--- src/hw/rtl/ipcsum_pkg.sv ---
// Package: shared types and constants for the IPv4/TCP checksum recompute block.
package ipcsum_pkg;

  typedef logic [1:0] status_t;

  localparam status_t STATUS_OK      = 2'd0;
  localparam status_t STATUS_BAD_IHL = 2'd1;
  localparam status_t STATUS_SHORT   = 2'd2;

  localparam int IHL_MASK        = 'h0F;
  localparam int IP_CHK_OFF      = 10;
  localparam int ADDR_FIRST_OFF  = 12;
  localparam int ADDR_LAST_OFF   = 18;
  localparam int TCP_CHK_OFF     = 16;
  localparam int MIN_HDR_BYTES   = 20;
  localparam int MIN_SEG_BYTES   = 20;
  localparam logic [15:0] PROTO_TCP = 16'd6;

endpackage

--- src/hw/rtl/ipcsum_if.sv ---
// Interfaces: packet byte stream channel and checksum result channel.
interface ipcsum_in_if;
  logic       valid;
  logic       ready;
  logic [7:0] data_byte;
  logic       last;

  modport source (output valid, output data_byte, output last, input ready);
  modport sink   (input valid, input data_byte, input last, output ready);
endinterface

interface ipcsum_out_if;
  logic                  valid;
  logic                  ready;
  logic [15:0]           ip_checksum;
  logic [15:0]           tcp_checksum;
  ipcsum_pkg::status_t   status;

  modport source (output valid, output ip_checksum, output tcp_checksum, output status,
                  input ready);
  modport sink   (input valid, input ip_checksum, input tcp_checksum, input status,
                  output ready);
endinterface

--- src/hw/rtl/ipv4_tcp_checksum_recompute.sv ---
// Top level: streaming IPv4 header and TCP checksum recompute.
//
//   Channel  Dir  Payload                               Transfer
//   in_ch    in   data_byte[7:0], last                  valid & ready
//   out_ch   out  ip_checksum, tcp_checksum, status[1:0] valid & ready
//
// One byte per cycle while in_ch.ready is high.
// The per-byte end-around-carry add sets the byte rate; the pseudo-header protocol
// and the length are added in a second stage between the final and output registers.
// Synchronous active-low reset clears the running sums and the valid flags.
// in_ch.ready drops only while both the final and output registers hold results
// and out_ch.ready is low.
module ipv4_tcp_checksum_recompute #(
  parameter int MAX_PACKET_BYTES = 65535
) (
  input  logic                clk,
  input  logic                rst_n,
  ipcsum_in_if.sink           in_ch,
  ipcsum_out_if.source        out_ch
);

  localparam int CNT_W = $clog2(MAX_PACKET_BYTES + 1);
  localparam int WW    = CNT_W + 1;

  function automatic logic [15:0] oc_fold(input logic [17:0] s);
    logic [16:0] t;
    t = {1'b0, s[15:0]} + {15'd0, s[17:16]};
    return t[15:0] + {15'd0, t[16]};
  endfunction

  // running state
  logic [CNT_W-1:0] count_r, count_nxt;
  logic [5:0]       hdr_r, hdr_nxt;
  logic [15:0]      ip_r, ip_nxt;
  logic [15:0]      tcp_r, tcp_nxt;
  logic [7:0]       held_r, held_nxt;

  // final register
  logic             fin_valid_r;
  logic [15:0]      fin_ip_r, fin_tcp_r;
  logic [CNT_W-1:0] fin_n_r;
  logic [5:0]       fin_hdr_r;

  // output register
  logic                out_valid_r;
  logic [15:0]         out_ip_r, out_tcp_r;
  ipcsum_pkg::status_t out_status_r;

  logic             in_xfer, fin_move;
  logic             proc;
  logic [CNT_W-1:0] n_cnt;
  logic [5:0]       hb;
  logic             word_en;
  logic [WW-1:0]    off_w, hb_w;
  logic [15:0]      word;
  logic             in_hdr, ip_en, seg_en, pseudo_en;
  logic [15:0]      ip_sum_new, tcp_sum_new;

  assign fin_move    = fin_valid_r && (!out_valid_r || out_ch.ready);
  assign in_ch.ready = !fin_valid_r || fin_move;
  assign in_xfer     = in_ch.valid && in_ch.ready;

  always_comb begin
    proc  = (WW'(count_r) < WW'(MAX_PACKET_BYTES));
    n_cnt = proc ? count_r + CNT_W'(1) : count_r;
    hb    = (count_r == '0) ? {in_ch.data_byte[3:0], 2'b00} : hdr_r;
    hb_w  = WW'(hb);

    word_en = 1'b0;
    off_w   = '0;
    word    = '0;
    if (proc && count_r[0]) begin
      word_en = 1'b1;
      off_w   = WW'(count_r) - WW'(1);
      word    = {held_r, in_ch.data_byte};
    end else if (in_ch.last && n_cnt[0]) begin
      word_en = 1'b1;
      off_w   = WW'(n_cnt) - WW'(1);
      word    = {(proc ? in_ch.data_byte : held_r), 8'h00};
    end

    in_hdr    = off_w < hb_w;
    ip_en     = word_en && in_hdr && (off_w != WW'(ipcsum_pkg::IP_CHK_OFF));
    seg_en    = word_en && !in_hdr &&
                (off_w != hb_w + WW'(ipcsum_pkg::TCP_CHK_OFF));
    pseudo_en = word_en && (off_w >= WW'(ipcsum_pkg::ADDR_FIRST_OFF)) &&
                (off_w <= WW'(ipcsum_pkg::ADDR_LAST_OFF));

    ip_sum_new  = oc_fold({2'b00, ip_r} + {2'b00, (ip_en ? word : 16'd0)});
    tcp_sum_new = oc_fold({2'b00, tcp_r} + {2'b00, (seg_en ? word : 16'd0)}
                          + {2'b00, (pseudo_en ? word : 16'd0)});

    held_nxt  = (proc && !count_r[0]) ? in_ch.data_byte : held_r;
    count_nxt = n_cnt;
    hdr_nxt   = hb;
    ip_nxt    = ip_sum_new;
    tcp_nxt   = tcp_sum_new;
    if (in_ch.last) begin
      held_nxt  = '0;
      count_nxt = '0;
      hdr_nxt   = '0;
      ip_nxt    = '0;
      tcp_nxt   = '0;
    end
  end

  always_ff @(posedge clk) begin
    if (!rst_n) begin
      count_r <= '0;
      hdr_r   <= '0;
      ip_r    <= '0;
      tcp_r   <= '0;
      held_r  <= '0;
    end else if (in_xfer) begin
      count_r <= count_nxt;
      hdr_r   <= hdr_nxt;
      ip_r    <= ip_nxt;
      tcp_r   <= tcp_nxt;
      held_r  <= held_nxt;
    end
  end

  always_ff @(posedge clk) begin
    if (!rst_n) begin
      fin_valid_r <= 1'b0;
    end else if (in_xfer && in_ch.last) begin
      fin_valid_r <= 1'b1;
    end else if (fin_move) begin
      fin_valid_r <= 1'b0;
    end
  end

  always_ff @(posedge clk) begin
    if (in_xfer && in_ch.last) begin
      fin_ip_r  <= ip_sum_new;
      fin_tcp_r <= tcp_sum_new;
      fin_n_r   <= n_cnt;
      fin_hdr_r <= hb;
    end
  end

  // final stage: status, pseudo-header protocol and segment length
  logic [WW-1:0]       fin_n_w, fin_hdr_w;
  logic [15:0]         seg_len;
  logic [15:0]         tcp_final;
  ipcsum_pkg::status_t status_nxt;
  logic [15:0]         ip_out_nxt, tcp_out_nxt;

  always_comb begin
    fin_n_w   = WW'(fin_n_r);
    fin_hdr_w = WW'(fin_hdr_r);
    seg_len   = 16'(fin_n_w - fin_hdr_w);
    tcp_final = oc_fold({2'b00, fin_tcp_r} + {2'b00, ipcsum_pkg::PROTO_TCP}
                        + {2'b00, seg_len});
    status_nxt  = ipcsum_pkg::STATUS_OK;
    ip_out_nxt  = '0;
    tcp_out_nxt = '0;
    if (fin_hdr_r < 6'(ipcsum_pkg::MIN_HDR_BYTES)) begin
      status_nxt = ipcsum_pkg::STATUS_BAD_IHL;
    end else if (fin_n_w < fin_hdr_w + WW'(ipcsum_pkg::MIN_SEG_BYTES)) begin
      status_nxt = ipcsum_pkg::STATUS_SHORT;
    end else begin
      ip_out_nxt  = ~fin_ip_r;
      tcp_out_nxt = ~tcp_final;
    end
  end

  always_ff @(posedge clk) begin
    if (!rst_n) begin
      out_valid_r <= 1'b0;
    end else if (fin_move) begin
      out_valid_r <= 1'b1;
    end else if (out_ch.ready) begin
      out_valid_r <= 1'b0;
    end
  end

  always_ff @(posedge clk) begin
    if (fin_move) begin
      out_ip_r     <= ip_out_nxt;
      out_tcp_r    <= tcp_out_nxt;
      out_status_r <= status_nxt;
    end
  end

  assign out_ch.valid        = out_valid_r;
  assign out_ch.ip_checksum  = out_ip_r;
  assign out_ch.tcp_checksum = out_tcp_r;
  assign out_ch.status       = out_status_r;

endmodule

--- src/flat_wrapper.sv ---
// flat-port wrapper written by rule: the top's interface ports become plain ports
module ipv4_tcp_checksum_recompute_flat 
#(
  parameter int MAX_PACKET_BYTES = 65535
)
  (clk, rst_n, in_ch_valid, in_ch_data_byte, in_ch_last, in_ch_ready, out_ch_valid, out_ch_ip_checksum, out_ch_tcp_checksum, out_ch_status, out_ch_ready);
  ipcsum_in_if in_ch_i ();
  ipcsum_out_if out_ch_i ();
  input  logic clk;
  input  logic rst_n;
  input wire logic [$bits(in_ch_i.valid)-1:0] in_ch_valid;
  input wire logic [$bits(in_ch_i.data_byte)-1:0] in_ch_data_byte;
  input wire logic [$bits(in_ch_i.last)-1:0] in_ch_last;
  output wire logic [$bits(in_ch_i.ready)-1:0] in_ch_ready;
  output wire logic [$bits(out_ch_i.valid)-1:0] out_ch_valid;
  output wire logic [$bits(out_ch_i.ip_checksum)-1:0] out_ch_ip_checksum;
  output wire logic [$bits(out_ch_i.tcp_checksum)-1:0] out_ch_tcp_checksum;
  output wire logic [$bits(out_ch_i.status)-1:0] out_ch_status;
  input wire logic [$bits(out_ch_i.ready)-1:0] out_ch_ready;
  assign in_ch_i.valid = in_ch_valid;
  assign in_ch_i.data_byte = in_ch_data_byte;
  assign in_ch_i.last = in_ch_last;
  assign in_ch_ready = in_ch_i.ready;
  assign out_ch_valid = out_ch_i.valid;
  assign out_ch_ip_checksum = out_ch_i.ip_checksum;
  assign out_ch_tcp_checksum = out_ch_i.tcp_checksum;
  assign out_ch_status = out_ch_i.status;
  assign out_ch_i.ready = out_ch_ready;
  ipv4_tcp_checksum_recompute #(.MAX_PACKET_BYTES(MAX_PACKET_BYTES)) u_core (.clk(clk), .rst_n(rst_n), .in_ch(in_ch_i), .out_ch(out_ch_i));
endmodule
--- config.mk ---
export PLATFORM = sky130hd
export DESIGN_NAME = ipv4_tcp_checksum_recompute_flat
export DESIGN_NICKNAME = d
export VERILOG_FILES = /design/src/hw/rtl/ipcsum_pkg.sv /design/src/hw/rtl/ipcsum_if.sv /design/src/hw/rtl/ipv4_tcp_checksum_recompute.sv /design/src/flat_wrapper.sv
export SDC_FILE = /design/constraint.sdc
export NUM_CORES = 1
export LEC_CHECK = 0
export ABC_AREA = 1
export ABC_CLOCK_PERIOD_IN_PS = 19400
export BUFFER_PORTS_ARGS = -buffer_cell sky130_fd_sc_hd__buf_4
export CORE_MARGIN = 4
export CORE_UTILIZATION = 50
export CTS_CLUSTER_DIAMETER = 30
export DETAILED_ROUTE_END_ITERATION = 10
export PLACE_DENSITY = 0.78
export SLEW_MARGIN = 15
export SYNTH_ARGS = -nofsm -noshare
export SYNTH_HDL_FRONTEND = slang
export SYNTH_SLANG_ARGS = --single-unit
--- constraint.sdc ---
create_clock -name clk -period 19.4 [get_ports clk]
set_input_delay 0.97 -clock clk [delete_from_list [all_inputs] [get_ports clk]]
set_output_delay 0.97 -clock clk [all_outputs]
set_load 0.1 [all_outputs]
==> flow_summary.json <==
{
  "regToRegStartpoint": "u_core.count_r[0]",
  "drive_gt1_frac": 0.0711,
  "r2r.worst_path.cells": 63,
  "wl_met1_um": 16800,
  "cts_resized": 0,
  "critical_path.max_fanout": 22,
  "setup_violations": 0,
  "vdd_drop_max_mv": 0.0514,
  "async_flop_share": 0,
  "synthFlopType": "edfxtp_1",
  "rrSetupSlack_ps": 7920,
  "crit_family": "simple AND/OR/NAND/NOR gates",
  "finalSetupTns_ps": 0,
  "cts_tree": "yes",
  "grt_pass1_vias": 12900,
  "power_leakage_nw": 7.49,
  "cts_sinks": 152,
  "drc": 0,
  "design_area_um2": 15300,
  "synth_area_um2": 14000,
  "met3WireLength_um": 2480,
  "dp_hpwl_um": 30600,
  "area_growth_pct": 9.70,
  "crit_path_end_kind": "flip-flop",
  "highest_layer": "met4",
  "cp.arrival_ps": 11680,
  "hold_end": "u_core.hdr_r[1]",
  "die-area_um2": 30700,
  "cts-root-buf": "clkbuf_16",
  "cp-start-kind": "flip-flop",
  "htreeDepth": 4,
  "clkLatencyLatePin_ps": 440,
  "status": "complete, no violations",
  "grt_max_degree": 64,
  "cts-hold-fix-buffers": 0,
  "critPathRequiredTime_ps": 19590,
  "grt-ovfl-total": 0,
  "fmax_ghz": 0.0871,
  "met2RoutedLength_um": 18200,
  "vias_per_cell": 5.41,
  "cts_buffers": 17,
  "finalWorstSetupSlack_ps": 7920,
  "antenna_found_initial": 0,
  "clockBufferDepth": 2,
  "num-fill-cells": 2600,
  "yosys_warnings": 0,
  "synth_area_per_cell_um2": 6.59,
  "period_minus_slack_ps": 11480,
  "syn-num-nets": 2242,
  "synth.yosys.seq_area_share": 0.281,
  "wl_per_cell_um": 15.1,
  "hold_viol_final": 0,
  "max-cap-violations": 0,
  "synth_area_leader_cell": "edfxtp_1",
  "boundaryPins": 49,
  "slowest_delay_ps": 600,
  "power_mw": 0.979,
  "rows": 60,
  "dpl-instance-area_um2": 14700,
  "grtUsageTotal": 0.247,
  "first_pass_iters": 9,
  "globalplace.congestion": 0.999,
  "synth_edf_count": 88,
  "synth_top_area_frac": 0.189,
  "powerDensity_nw_per_um2": 63.9,
  "cts_setup_buffers": 0,
  "hp-start": "u_core.hdr_r[1]",
  "coreArea_um2": 27300,
  "ant_nets": 0,
  "die_height_um": 175,
  "layout.nets": 2276,
  "die_w_um": 175,
  "r2r_end": "u_core.fin_tcp_r[14]",
  "period_share": 0.592,
  "slew_headroom": 0.395,
  "antenna_cells": 0,
  "skew_ps": 16.4,
  "slew_violations": 0,
  "path_buf_inv": 4,
  "whs_path_depth": 2,
  "path_clk_slew_ps": 80,
  "synth_area_leaders": "edfxtp_1 (19%), nand2_1 (16%), dfxtp_1 (9.2%)",
  "drt-initial-drc-count": 1069,
  "rsz0062_at_grt": "no",
  "slowest_stage": "nor2_1",
  "path_class": "flip-flop to flip-flop",
  "tightest_slew_ps": 907,
  "grt_pass1_wl_um": 62600,
  "io_buffers": 48,
  "routed_wl_um": 38300,
  "synth_cells": 2120,
  "pre_cts_ws_ps": 8110,
  "synth.distinct_cells": 53,
  "hold_class": "flip-flop to flip-flop",
  "vias": 13700,
  "crit_top_cell": "nor2_1",
  "start_util": 0.513,
  "synth_seq_cells": 152
}
[flip-flops by register name (all words and copies together), names as in the netlist]
| signal | flops |
|---|---|
| u_core.tcp_r | 16 |
| u_core.ip_r | 16 |
| u_core.fin_hdr_r | 6 |
| u_core.held_r | 8 |
| u_core.count_r | 16 |
| u_core.fin_tcp_r | 16 |
| u_core.fin_valid_r | 1 |
| u_core.fin_ip_r | 16 |
| u_core.out_ch.valid | 1 |
| u_core.out_ch.ip_checksum | 16 |
| u_core.hdr_r | 6 |
| u_core.out_ch.tcp_checksum | 16 |
| u_core.fin_n_r | 16 |
| u_core.out_ch.status | 2 |
[where the power goes]
group,internal [mW],switching (mW)
Clock,0.180,0.171
Combinational,0.0789,0.187
Sequential,0.356,0.00666
[cell type report]
cell class	count	area (um^2)	area share
clock inverter	15	219	0.0143
timing repair buffer	53	418	0.0273
inverter	319	1200	0.0785
tap	372	465	0.0304
clock buffer	17	425	0.0277
sequential	152	3920	0.256
multi-input combinational	1611	8680	0.566
[stage by stage]
stage | std cells | util | hold slack (ps)
after floorplan | 2120 | - | 425
after global placement | 2506 | 0.538 | 435
after detailed placement | 2506 | 0.538 | 436
after CTS | 2538 | 0.562 | 447
after global routing | 2539 | 0.563 | 484
final | 2539 | 0.563 | 448
[layer usage]
metal,up-vias,GRT usage
met4,0,0.0681
met1,6311,0.319
met3,60,0.0368
li1,6887,-
met5,-,0
met2,471,0.432
[cells in the final DEF, fill, tap and decap left out, types with 8 or more instances in the layout]
cell type,count
nand4_1,54
clkbuf_16,17
and2_1,8
o21bai_1,9
edfxtp_1,88
dfxtp_1,64
nor3_1,29
buf_4,52
o21ai_0,48
nand3_1,165
xor2_1,71
ha_1,102
nor2_1,263
nand2_1,590
inv_1,311
a21oi_1,137
clkinv_8,8
xnor2_1,33
nor2_2,22
[worst register-to-register path: cells and delay by family, from the launching register on]
kind,cells,cell delay [ps]
DFF,1,510
xor gates and xnor gates,1,150
and+or+nand+nor,42,6010
adders and majority gates,9,2920
AOI/OAI and AO/OA,7,1360
buffers and inverters,4,340
[logic make-up (layout without fill, tap and decap cells)]
| logic type | Yosys count | count (layout) | synth area share |
|---|---|---|---|
| compound gates | 221 | 221 | 0.0849 |
| xor+xnor | 105 | 105 | 0.0663 |
| fa+ha+maj | 109 | 109 | 0.101 |
| buf+inv | 357 | 404 | 0.100 |
| flops | 152 | 152 | 0.281 |
| simple gates | 1176 | 1176 | 0.366 |
[cells in the mapped netlist (22+ instances only)]
cell / instances
nand2_1: 591
nor2_1: 265
a21oi_1: 138
xnor2_1: 33
nor3_1: 29
inv_1: 311
o21ai_0: 48
ha_1: 102
edfxtp_1: 88
nand4_1: 54
nand3_1: 165
dfxtp_1: 64
nor2_2: 22
xor2_1: 71
[worst max-delay path by stage]
stage	startpoint	endpoint	slack (ps)	cells after the start
finish	u_core.count_r[0]	u_core.fin_tcp_r[14]	7920	63
global route	u_core.count_r[0]	u_core.fin_tcp_r[15]	6500	66
floorplan	u_core.count_r[0]	u_core.fin_tcp_r[15]	9600	67
detailed placement	u_core.count_r[0]	u_core.fin_tcp_r[15]	8110	64
global placement	u_core.count_r[0]	u_core.fin_tcp_r[15]	8580	64
CTS	u_core.count_r[0]	u_core.fin_tcp_r[15]	8040	64
(Power assumes the default switching activity.)
